==> config.mk <==
export PLATFORM = sky130hd
export DESIGN_NAME = round_robin_job_list_top
export DESIGN_NICKNAME = d
export VERILOG_FILES = /design/src/rrjl_pkg.sv /design/src/round_robin_job_list_top.sv /design/src/rrjl_ram.sv /design/src/rrjl_ctrl.sv
export SDC_FILE = /design/constraint.sdc
export NUM_CORES = 1
export LEC_CHECK = 0
export BUFFER_PORTS_ARGS = -buffer_cell sky130_fd_sc_hd__buf_2
export CAP_MARGIN = 10
export CORE_ASPECT_RATIO = 1.5
export CORE_UTILIZATION = 58
export CTS_BUF_LIST = sky130_fd_sc_hd__clkbuf_8
export CTS_CLUSTER_SIZE = 10
export DETAILED_ROUTE_END_ITERATION = 8
export HOLD_SLACK_MARGIN = 0.06
export PLACE_DENSITY = 0.77
export SLEW_MARGIN = 20
export SYNTH_ARGS = -nofsm -noshare
export SYNTH_HDL_FRONTEND = slang
export SYNTH_SLANG_ARGS = --single-unit
==> constraint.sdc <==
create_clock -name clk -period 2.9 [get_ports clk]
set_clock_uncertainty 0.1 [all_clocks]
set_input_delay 0.435 -clock clk [delete_from_list [all_inputs] [get_ports clk]]
set_output_delay 0.435 -clock clk [all_outputs]
set_load 0.1 [all_outputs]
==> src/rrjl_pkg.sv <==
// ----------------------------------------------------------------------------
// rrjl_pkg: shared types and constants of the round-robin job list
// Op and status codes, sequencer states and the result bundle.
// ----------------------------------------------------------------------------
package rrjl_pkg;

    localparam int DEPTH_DEF = 16;
    localparam int JOB_W     = 16;
    localparam int OCC_W     = 5;

    typedef enum logic [1:0] {
        OP_ADD    = 2'd0,
        OP_REMOVE = 2'd1,
        OP_NEXT   = 2'd2
    } op_t;

    typedef enum logic [1:0] {
        ST_OK        = 2'd0,
        ST_FULL      = 2'd1,
        ST_NOT_FOUND = 2'd2,
        ST_EMPTY     = 2'd3
    } status_t;

    typedef enum logic [2:0] {
        S_IDLE,
        S_SEARCH,
        S_SHIFT,
        S_FIN,
        S_NEXT_RD,
        S_DONE
    } state_t;

    typedef struct packed {
        logic [JOB_W-1:0] job;
        status_t          status;
        logic [OCC_W-1:0] occupancy;
    } res_t;

endpackage

==> src/round_robin_job_list_top.sv <==
// ----------------------------------------------------------------------------
// round_robin_job_list_top: round-robin job list with removal
// Up to DEPTH 16-bit job ids in arrival order plus a round-robin cursor.
// ----------------------------------------------------------------------------
// Usage
//   s_* : one command item per handshake, op (add / remove / next) + job id.
//   m_* : exactly one result item per command: returned job, status and
//         the occupancy after the command.
// Sequence per command, one command at a time:
//   add          : no RAM read, straight to the result.
//   next         : one RAM read, then the result.
//   remove       : the job RAM is scanned one entry a cycle from the head
//                  up to the hit, then the entries behind it are moved
//                  down one a cycle.
//   unused op    : nothing changes.
// A new command is taken the cycle after the previous result enters the
// output register; a stalled m_tready holds that item and the sequencer
// then waits with its next result until the register frees up.
// Reset clears count and cursor; the RAM needs no clearing, as only data of
// entries below the count is ever used.
// ----------------------------------------------------------------------------
module round_robin_job_list_top #(
    parameter int DEPTH = rrjl_pkg::DEPTH_DEF
) (
    input  logic        clk,
    input  logic        rst_n,
    input  logic        s_tvalid,
    output logic        s_tready,
    input  logic [23:0] s_tdata,   // [1:0] op, [17:2] job_id, [23:18] zero
    output logic        m_tvalid,
    input  logic        m_tready,
    output logic [23:0] m_tdata    // [15:0] out_job, [17:16] status,
                                   // [22:18] occupancy, [23] zero
);

    import rrjl_pkg::*;

    localparam int AW = $clog2(DEPTH);

    logic              res_valid;
    logic              res_ready;
    logic              res_load;
    res_t              res;
    logic              ram_we;
    logic [AW-1:0]     ram_waddr;
    logic [JOB_W-1:0]  ram_wdata;
    logic [AW-1:0]     ram_raddr;
    logic [JOB_W-1:0]  ram_rdata;

    logic              out_valid_reg, out_valid_next;
    res_t              out_data_reg, out_data_next;

    rrjl_ctrl #(
        .DEPTH (DEPTH)
    ) u_ctrl (
        .clk       (clk),
        .rst_n     (rst_n),
        .in_valid  (s_tvalid),
        .in_ready  (s_tready),
        .in_op     (s_tdata[1:0]),
        .in_id     (s_tdata[17:2]),
        .res_valid (res_valid),
        .res_ready (res_ready),
        .res       (res),
        .ram_we    (ram_we),
        .ram_waddr (ram_waddr),
        .ram_wdata (ram_wdata),
        .ram_raddr (ram_raddr),
        .ram_rdata (ram_rdata)
    );

    // job store, head at address 0
    rrjl_ram #(
        .WIDTH (JOB_W),
        .DEPTH (DEPTH)
    ) u_ram (
        .clk   (clk),
        .we    (ram_we),
        .waddr (ram_waddr),
        .wdata (ram_wdata),
        .raddr (ram_raddr),
        .rdata (ram_rdata)
    );

    // output register: free when empty or drained this cycle
    assign res_ready = !out_valid_reg || m_tready;
    assign res_load  = res_valid && res_ready;

    always_comb
    begin
        out_valid_next = out_valid_reg;
        out_data_next  = out_data_reg;
        if (res_load)
        begin
            out_valid_next = 1'b1;
            out_data_next  = res;
        end
        else if (m_tready)
        begin
            out_valid_next = 1'b0;
        end
    end

    always_ff @(posedge clk or negedge rst_n)
    begin
        if (!rst_n)
        begin
            out_valid_reg <= 1'b0;
        end
        else
        begin
            out_valid_reg <= out_valid_next;
        end
    end

    always_ff @(posedge clk)
    begin
        out_data_reg <= out_data_next;
    end

    assign m_tvalid = out_valid_reg;
    assign m_tdata  = {1'b0, out_data_reg.occupancy, out_data_reg.status,
                       out_data_reg.job};

    // occupancy never beyond the list size (when it fits in the field)
    a_occ_bound: assert property (@(posedge clk) disable iff (!rst_n)
        m_tvalid |-> (DEPTH > 31) || (32'(m_tdata[22:18]) <= DEPTH))
        else $error("occupancy above DEPTH");

    // full is reported only with a full list
    a_full_occ: assert property (@(posedge clk) disable iff (!rst_n)
        (m_tvalid && (m_tdata[17:16] == ST_FULL)) |-> (m_tdata[22:18] == OCC_W'(DEPTH)))
        else $error("full status with list not full");

    // empty is reported only with no jobs held
    a_empty_occ: assert property (@(posedge clk) disable iff (!rst_n)
        (m_tvalid && (m_tdata[17:16] == ST_EMPTY)) |-> (m_tdata[22:18] == '0))
        else $error("empty status with jobs held");

    // a job is returned only on success
    a_job_zero: assert property (@(posedge clk) disable iff (!rst_n)
        (m_tvalid && (m_tdata[17:16] != ST_OK)) |-> (m_tdata[15:0] == '0))
        else $error("job returned with error status");

    // a loaded result shows up at the output next cycle
    a_load_shows: assert property (@(posedge clk) disable iff (!rst_n)
        res_load |=> m_tvalid)
        else $error("result lost at output register");

endmodule

==> src/rrjl_ram.sv <==
// ----------------------------------------------------------------------------
// rrjl_ram: generic single-clock RAM
// One write port, one read port, read data registered.
// ----------------------------------------------------------------------------
module rrjl_ram #(
    parameter int WIDTH = 16,
    parameter int DEPTH = 16
) (
    input  logic                     clk,
    input  logic                     we,
    input  logic [$clog2(DEPTH)-1:0] waddr,
    input  logic [WIDTH-1:0]         wdata,
    input  logic [$clog2(DEPTH)-1:0] raddr,
    output logic [WIDTH-1:0]         rdata
);

    logic [WIDTH-1:0] mem [DEPTH];
    logic [WIDTH-1:0] rdata_reg;

    always_ff @(posedge clk)
    begin
        if (we)
        begin
            mem[waddr] <= wdata;
        end
        rdata_reg <= mem[raddr];
    end

    assign rdata = rdata_reg;

endmodule

==> src/rrjl_ctrl.sv <==
// ----------------------------------------------------------------------------
// rrjl_ctrl: job list sequencer
// Holds count and cursor, runs add / remove / next against the job RAM.
// ----------------------------------------------------------------------------
module rrjl_ctrl #(
    parameter int DEPTH = rrjl_pkg::DEPTH_DEF
) (
    input  logic                         clk,
    input  logic                         rst_n,
    input  logic                         in_valid,
    output logic                         in_ready,
    input  logic [1:0]                   in_op,
    input  logic [rrjl_pkg::JOB_W-1:0]   in_id,
    output logic                         res_valid,
    input  logic                         res_ready,
    output rrjl_pkg::res_t               res,
    output logic                         ram_we,
    output logic [$clog2(DEPTH)-1:0]     ram_waddr,
    output logic [rrjl_pkg::JOB_W-1:0]   ram_wdata,
    output logic [$clog2(DEPTH)-1:0]     ram_raddr,
    input  logic [rrjl_pkg::JOB_W-1:0]   ram_rdata
);

    import rrjl_pkg::*;

    localparam int AW = $clog2(DEPTH);
    localparam int CW = $clog2(DEPTH + 1);
    localparam logic [CW-1:0] FULL_C = CW'(DEPTH);
    localparam logic [CW-1:0] ONE_C  = CW'(1);
    localparam logic [AW-1:0] A_ONE  = AW'(1);

    state_t            state_reg, state_next;
    logic [CW-1:0]     count_reg, count_next;
    logic [AW-1:0]     cursor_reg, cursor_next;
    logic [JOB_W-1:0]  id_reg, id_next;
    logic [AW-1:0]     idx_reg, idx_next;
    logic [AW-1:0]     hit_reg, hit_next;
    logic [JOB_W-1:0]  job_reg, job_next;
    status_t           status_reg, status_next;
    logic              idx_more;

    // another held entry lies behind idx
    assign idx_more = (CW'(idx_reg) + ONE_C) < count_reg;

    always_ff @(posedge clk or negedge rst_n)
    begin
        if (!rst_n)
        begin
            state_reg  <= S_IDLE;
            count_reg  <= '0;
            cursor_reg <= '0;
        end
        else
        begin
            state_reg  <= state_next;
            count_reg  <= count_next;
            cursor_reg <= cursor_next;
        end
    end

    always_ff @(posedge clk)
    begin
        id_reg     <= id_next;
        idx_reg    <= idx_next;
        hit_reg    <= hit_next;
        job_reg    <= job_next;
        status_reg <= status_next;
    end

    always_comb
    begin
        state_next  = state_reg;
        count_next  = count_reg;
        cursor_next = cursor_reg;
        id_next     = id_reg;
        idx_next    = idx_reg;
        hit_next    = hit_reg;
        job_next    = job_reg;
        status_next = status_reg;
        in_ready    = 1'b0;
        res_valid   = 1'b0;
        ram_we      = 1'b0;
        ram_waddr   = count_reg[AW-1:0];
        ram_wdata   = in_id;
        ram_raddr   = cursor_reg;

        case (state_reg)
            S_IDLE:
            begin
                in_ready = 1'b1;
                if (in_valid)
                begin
                    id_next     = in_id;
                    job_next    = '0;
                    status_next = ST_OK;
                    state_next  = S_DONE;
                    case (op_t'(in_op))
                        OP_ADD:
                        begin
                            if (count_reg == FULL_C)
                            begin
                                status_next = ST_FULL;
                            end
                            else
                            begin
                                ram_we     = 1'b1;
                                count_next = count_reg + ONE_C;
                            end
                        end
                        OP_REMOVE:
                        begin
                            if (count_reg == '0)
                            begin
                                status_next = ST_NOT_FOUND;
                            end
                            else
                            begin
                                ram_raddr  = '0;
                                idx_next   = '0;
                                state_next = S_SEARCH;
                            end
                        end
                        OP_NEXT:
                        begin
                            if (count_reg == '0)
                            begin
                                status_next = ST_EMPTY;
                            end
                            else
                            begin
                                ram_raddr = cursor_reg;
                                if ((CW'(cursor_reg) + ONE_C) < count_reg)
                                begin
                                    cursor_next = cursor_reg + A_ONE;
                                end
                                else
                                begin
                                    cursor_next = '0;
                                end
                                state_next = S_NEXT_RD;
                            end
                        end
                        default:
                        begin
                            state_next = S_DONE;
                        end
                    endcase
                end
            end

            // rdata holds entry idx; the entry after it is read ahead
            S_SEARCH:
            begin
                ram_raddr = idx_reg + A_ONE;
                if (ram_rdata == id_reg)
                begin
                    hit_next = idx_reg;
                    if (idx_more)
                    begin
                        idx_next   = idx_reg + A_ONE;
                        state_next = S_SHIFT;
                    end
                    else
                    begin
                        state_next = S_FIN;
                    end
                end
                else if (idx_more)
                begin
                    idx_next = idx_reg + A_ONE;
                end
                else
                begin
                    status_next = ST_NOT_FOUND;
                    state_next  = S_DONE;
                end
            end

            // close the gap: entry idx moves down to idx-1
            S_SHIFT:
            begin
                ram_we    = 1'b1;
                ram_waddr = idx_reg - A_ONE;
                ram_wdata = ram_rdata;
                ram_raddr = idx_reg + A_ONE;
                if (idx_more)
                begin
                    idx_next = idx_reg + A_ONE;
                end
                else
                begin
                    state_next = S_FIN;
                end
            end

            S_FIN:
            begin
                count_next = count_reg - ONE_C;
                if (count_reg == ONE_C)
                begin
                    cursor_next = '0;
                end
                else if (cursor_reg == hit_reg)
                begin
                    if ((CW'(hit_reg) + ONE_C) >= count_reg)
                    begin
                        cursor_next = '0;
                    end
                end
                else if (cursor_reg > hit_reg)
                begin
                    cursor_next = cursor_reg - A_ONE;
                end
                state_next = S_DONE;
            end

            S_NEXT_RD:
            begin
                job_next   = ram_rdata;
                state_next = S_DONE;
            end

            S_DONE:
            begin
                res_valid = 1'b1;
                if (res_ready)
                begin
                    state_next = S_IDLE;
                end
            end

            default:
            begin
                state_next = S_IDLE;
            end
        endcase
    end

    assign res.job       = job_reg;
    assign res.status    = status_reg;
    assign res.occupancy = OCC_W'(count_reg);

endmodule
Yosys cells after proc, flatten, opt, wreduce, memory -nomap -nowiden
Memories as Yosys holds them, arrays and structs flattened. A register that Yosys moved wholly into a read port is not among the register bits.
Cells that the tools add are included.
- flip-flop bits (word level): 78
- bits in writable memories: 256
- bits of input ports: 28
- word-level logic and storage cells: 126
- memories: 1
- add/subtract/negate cells: 9
- order comparisons: 4
- eq/ne operators: 25
- muxes and demuxes: 54
- reductions and logical operators: 21
- memories (memory ; depth ; bits a word ; read ports ; clocked after Yosys merged registers in ; wr ports ; line ; source):
    u_ram.mem ; 16 ; 16 ; 1 ; 1 ; 1 ; rrjl_ram.sv:17 ; logic [WIDTH-1:0] mem [DEPTH];
- operators by type and width (cell ; number):
    2-to-1 mux 4 bit ; 16
    2-to-1 mux 16 bit ; 2
    one-hot mux 16 bit (2 select lines) ; 1
    one-hot mux 4 bit (2 select lines) ; 3
    != test 2 bit, second input constant ; 10
    2-to-1 mux 3 bit ; 6
    == test 16 bit ; 1
    adder 4 x 1 -> 5 bit, second input constant ; 3
    2-to-1 mux 5 bit ; 3
    one-hot mux 3 bit (5 select lines) ; 1
    2-to-1 mux 1 bit ; 12
    AND reduction 4 bit ; 3
    less-than comparator 5 bit ; 2
    2-to-1 mux 2 bit ; 5
    one-hot mux 5 bit (2 select lines) ; 1
    nonzero test 2 bit ; 5
    adder 4 x 1 -> 4 bit, second input constant ; 2
    subtractor 4 x 1 -> 4 bit, second input constant ; 2
    == test 3 x 2 -> 1 bit, second input constant ; 2
    == test 3 bit, second input constant ; 2
    one-hot mux 2 bit (3 select lines) ; 1
    one-hot mux 3 bit (2 select lines) ; 1
    AND reduction 2 bit ; 3
    AND reduction 6 bit ; 1
    other kinds (24) ; 25

Logic depth before layout (Yosys ltp)
- word-level depth: 7
- gate-level depth with buffers: 12
- gate-level depth less buffers: 10

Cells and area by module
From an unflattened synthesis, not the netlist that was laid out.
- cells, all modules: 804
- area total of the unflattened synthesis: 14237.4 um^2
- by module, submodules not included (module ; times used ; cells each ; area each (um^2)):
    rrjl_ram ; 1 ; 432 ; 10042.1
    rrjl_ctrl ; 1 ; 343 ; 3439.5
    round_robin_job_list_top ; 1 ; 29 ; 755.7

Least setup slack after synthesis
No wires, ideal clock.
- path kind: register to register
- from: register u_ctrl.state_reg[1]
- to: register u_ctrl.cursor_reg[2]
- library setup time: 0.121 ns
- arrival: 3.812 ns
- required time: 2.679 ns
- setup slack: -1.133 ns
- cell stages (with the launch flop): 8
- buffers on the path: 1
- path through: dfrtp_1 -> clkbuf_1 -> nor3_1 -> a21oi_1 -> a21oi_1 -> o311a_1 -> o221a_2 -> o21ai_1
- word-level cells in the longest chain between the ends: 3
- ends and longest elaborated chain (what ; line ; source):
    start, declared ; rrjl_ctrl.sv:32 ; state_t state_reg, state_next;
    start signal, assigned ; rrjl_ctrl.sv:55 ; state_reg <= state_next;
    == test 3 x 2 -> 1 bit / zero test 3 bit (equally long branches) ; rrjl_ctrl.sv:87 ; case (state_reg)
    != test 4 x 3 -> 1 bit (no source line), or another cell as far along ; -- ;
    AND reduction 6 bit (no source line) ; -- ;
    end signal, assigned ; rrjl_ctrl.sv:57 ; cursor_reg <= cursor_next;
    end, declared ; rrjl_ctrl.sv:34 ; logic [AW-1:0] cursor_reg, cursor_next;
Parallel ways exist; a longest one is shown, timed or not.
A chain may end at the register's enable or synchronous reset.

Final worst setup path
- from: register u_ctrl.count_reg[1]
- to: register u_ram.rdata_reg[8] (netlist: u_ram.rdata[8]) (read register of u_ram.mem)
- word-level cells in the longest chain between the ends: 5
- ends and longest elaborated chain (what ; line ; source):
    start, declared ; rrjl_ctrl.sv:33 ; logic [CW-1:0] count_reg, count_next;
    start signal, assigned ; rrjl_ctrl.sv:56 ; count_reg <= count_next;
    zero test 5 bit ; rrjl_ctrl.sv:112 ; if (count_reg == '0)
    2-to-1 mux 4 bit ; rrjl_ctrl.sv:112 ;
    2-to-1 mux 4 bit ; -- ;
    2-to-1 mux 4 bit ; rrjl_ctrl.sv:91 ; if (in_valid)
    one-hot mux 4 bit (2 select lines) ; rrjl_ctrl.sv:87 ;
    end, declared ; rrjl_ram.sv:18 ; logic [WIDTH-1:0] rdata_reg;
Every way passes these cells.

==> results.sh <==
export IMPL_status="finished with violations"
export IMPL_failing_checks="setup timing"
export IMPL_io_buffer_count=46
export IMPL_place_gp_congestion=0.865
export IMPL_worst_margin_pin_slew_ps=716
export IMPL_netlist_top_cells_area="sky130_fd_sc_hd__edfxtp_1 (66%), sky130_fd_sc_hd__mux2i_1 (8.8%), sky130_fd_sc_hd__nand2_1 (2.6%)"
export IMPL_post_dp_hpwl_mm=19.6
export IMPL_vdd_ir_drop_max_mv=0.672
export IMPL_detail_route_vias_per_cell=5.80
export IMPL_post_route_cells_drive_above_1_share_pct=18.7
export IMPL_maximum_net_fanout_on_the_critical_path=16
export IMPL_cts_tree="done"
export IMPL_final_cell_mix="sky130_fd_sc_hd__edfxtp_1 (321), sky130_fd_sc_hd__mux2i_1 (124), sky130_fd_sc_hd__nand2_1 (103)"
export IMPL_io_pin_count=54
export IMPL_reg2reg_from="u_ctrl.count_reg[1]"
export IMPL_synth_warnings=0
export IMPL_grt_max_degree=41
export IMPL_synth_top_cell_by_area="sky130_fd_sc_hd__edfxtp_1"
export IMPL_wire_per_inst_um=20.7
export IMPL_synth_cells=977
export IMPL_antenna_violating_nets_remaining=0
export IMPL_timing_final_max_slew_violations=0
export IMPL_hold_viol_final=0
export IMPL_first_global_vias=8709
export IMPL_worst_path_largest_cell_delay_ps=490
export IMPL_finalCritPeriodShare_pct=100
export IMPL_synthDominantCellAreaShare_pct=65.7
export IMPL_relSlewSlack_pct=51.7
export IMPL_cts_max_level=2
export IMPL_rsz0062_at_grt="true"
export IMPL_first_pass_iters=7
export IMPL_seq_area_frac_synth_pct=70.1
export IMPL_crit_path_max_delay_cell_type="sky130_fd_sc_hd__or4b_4"
export IMPL_registers_top_by_ff_count="u_ram.mem"
export IMPL_placement_rows=70
export IMPL_drv_cap=0
export IMPL_cellLeakagePower_uw=0.00660
export IMPL_core_area_um2=24600
export IMPL_layout_commonest_cell="sky130_fd_sc_hd__edfxtp_1"
export IMPL_cts_buffers_inserted=46
export IMPL_detail_route_wirelength_mm=30.4
export IMPL_critical_path_startpoint="u_ctrl.count_reg[1]"
export IMPL_setup_worst_path_end_class="register"
export IMPL_clk_pin_slew_ps=70
export IMPL_synth_flop_cell="sky130_fd_sc_hd__edfxtp_1"
export IMPL_initial_utilization_pct=59.6
export IMPL_clock_sink_count=350
export IMPL_async_flop_share_pct=3.71
export IMPL_drt_first_iter_violations=544
export IMPL_timing_critical_path_cells="inv_2, ha_4, or4b_4, a311oi_4, buf_4, o31ai_4, buf_12, buf_16, mux2i_1, mux2i_1, a22oi_2, o221ai_1"
export IMPL_synth_enable_flop_cells=321
export IMPL_clk_root_buffer_cell="sky130_fd_sc_hd__clkbuf_8"
export IMPL_nets=1167
export IMPL_die_height_um=197
export IMPL_overflow=0
export IMPL_timing_final_ws_setup_ps=-8.15
export IMPL_worstSetupStartpointType="register"
export IMPL_ctsLongestPathBuffers=3
export IMPL_hold_path_class="in -> async"
export IMPL_minimum_clock_period_ps=2910
export IMPL_antenna_violations_before_repair=0
export IMPL_clock_insertion_delay_worst_skew_ps=590
export IMPL_criticalPathCategory="reg -> reg"
export IMPL_worst_ep_required_time_ps=3230
export IMPL_area_grow_syn2layout_pct=16.8
export IMPL_flip_flop_count_of_the_largest_register_after_layout=256
export IMPL_drcViolationCount=0
export IMPL_power_per_cell_area_nw_per_um2=1060
export IMPL_crit_arrival_ps=3240
export IMPL_grt_use_total_pct=23.5
export IMPL_fmax_mhz=344
export IMPL_ys_seq_elements=350
export IMPL_synth_area_per_cell_um2=15.0
export IMPL_global_route_wire_length_before_repair_mm=46.2
export IMPL_dr_total_vias=8522
export IMPL_die_area_um2=25900
export IMPL_post_synth_instance_area_um2=14700
export IMPL_finalCoreUtilization_pct=69.7
export IMPL_post_place_ws_ps=-147
export IMPL_crit_top_cell="sky130_fd_sc_hd__mux2i_1"
export IMPL_postSynthNetCount=1035
export IMPL_path_delay_family="compound AO/OA/AOI/OAI gates"
export IMPL_final_setup_viol_count=1
export IMPL_worst_path_buf_inv=4
export IMPL_die_w_um=132
export IMPL_synth_distinct_cells=53
## final timing paths
path / end / slack, ps / cells after the start
setup / recovery: u_ram.rdata[8] / -8 / 12
hold / removal: u_ctrl.cursor_reg[1] / 180 / 2
setup reg to reg: u_ram.rdata[8] / -8 / 12
hold reg to reg: m_tdata[9] / 320 / 0
max in group asynchronous: u_ctrl.state_reg[0] / 2240 / 2
min in group clk: u_ctrl.status_reg[0] / 300 / 3
## cells by family after synthesis
logic type,Yosys count,share of synthesized area (%)
DFF,350,70.1
and+or+nand+nor,212,6.62
muxes,161,11.3
AOI/OAI and AO/OA,128,5.66
buffers and inverters,65,1.99
adders and majority gates,30,2.56
xor gates and xnor gates,30,1.79
other,1,0.0256
## worst reg2reg max path, delay by kind of cell, from the launching register on
kind	cells	cell delay, ps
compound gates	4	730
fa+ha+maj	1	120
buf+inv	4	600
flops	1	400
mux	2	320
simple gates	1	490
## cell usage after synthesis (8+ instances only)
cell,count
sky130_fd_sc_hd__and3_1,20
sky130_fd_sc_hd__mux2_2,15
sky130_fd_sc_hd__clkbuf_1,23
sky130_fd_sc_hd__o21ai_1,17
sky130_fd_sc_hd__buf_2,17
sky130_fd_sc_hd__nand2_1,103
sky130_fd_sc_hd__a21oi_1,15
sky130_fd_sc_hd__nand3_1,9
sky130_fd_sc_hd__inv_1,19
sky130_fd_sc_hd__o221ai_1,17
sky130_fd_sc_hd__mux2i_1,129
sky130_fd_sc_hd__mux2_1,17
sky130_fd_sc_hd__dfxtp_1,16
sky130_fd_sc_hd__edfxtp_1,321
sky130_fd_sc_hd__a22oi_1,17
sky130_fd_sc_hd__xor2_1,19
sky130_fd_sc_hd__o21ai_0,33
sky130_fd_sc_hd__xnor2_1,11
sky130_fd_sc_hd__nor2_1,39
sky130_fd_sc_hd__dfrtp_1,13
sky130_fd_sc_hd__ha_1,30
sky130_fd_sc_hd__nor3_1,8
## where the power goes
part	internal [µW]	switching, µW
Clock	1620	1690
Sequential	6250	432
Combinational	3410	4840
Total	11300	6970
## routing by layer
metal	part of all wire (%)	track usage [%]	vias to the layer above	wire, µm
li1	-	-	3968	-
met1	38	26.0	4222	11400
met2	54	44.2	259	16500
met3	4.4	3.45	73	1330
met4	3.6	11.0	0	1090
met5	0	0	-	0
## layout make-up
class                   instances  area, µm²
diodes                          1       2.50
well taps                     324        405
fillers                      1542       7470
flip-flops and latches        350      10300
inverters                      19       71.3
repair buffers                130       1270
multi-input cells             562       4280
clock buffers                  48        661
clock inverters                35        168
## stage by stage
step | hold slack, ps | area, µm² | setup TNS (ps) | total power (µW) | std cells
floorplan | 39.4 | 14700 | -13150 | 12100 | 977
finish | 181 | 17100 | -8.15 | 18200 | 1469
global placement | 260 | 15800 | -808 | 14000 | 1360
detailed placement | 262 | 15800 | -1510 | 14200 | 1360
global route | 213 | 17100 | -1120 | 19200 | 1468
CTS | 178 | 16900 | 0 | 17600 | 1461
## what timing repair did
| action | in CTS | in global routing |
|---|---|---|
| endpoints found under the hold margin | 30 | 0 |
| gates resized for setup | 11 | 36 |
| setup endpoints to repair | 16 | 47 |
| pin swaps | 2 | 9 |
| hold buffers | 18 | 0 |
| setup buffers | 0 | 4 |
| gates cloned | 0 | 3 |
Power figures use the tool's default switching activity.
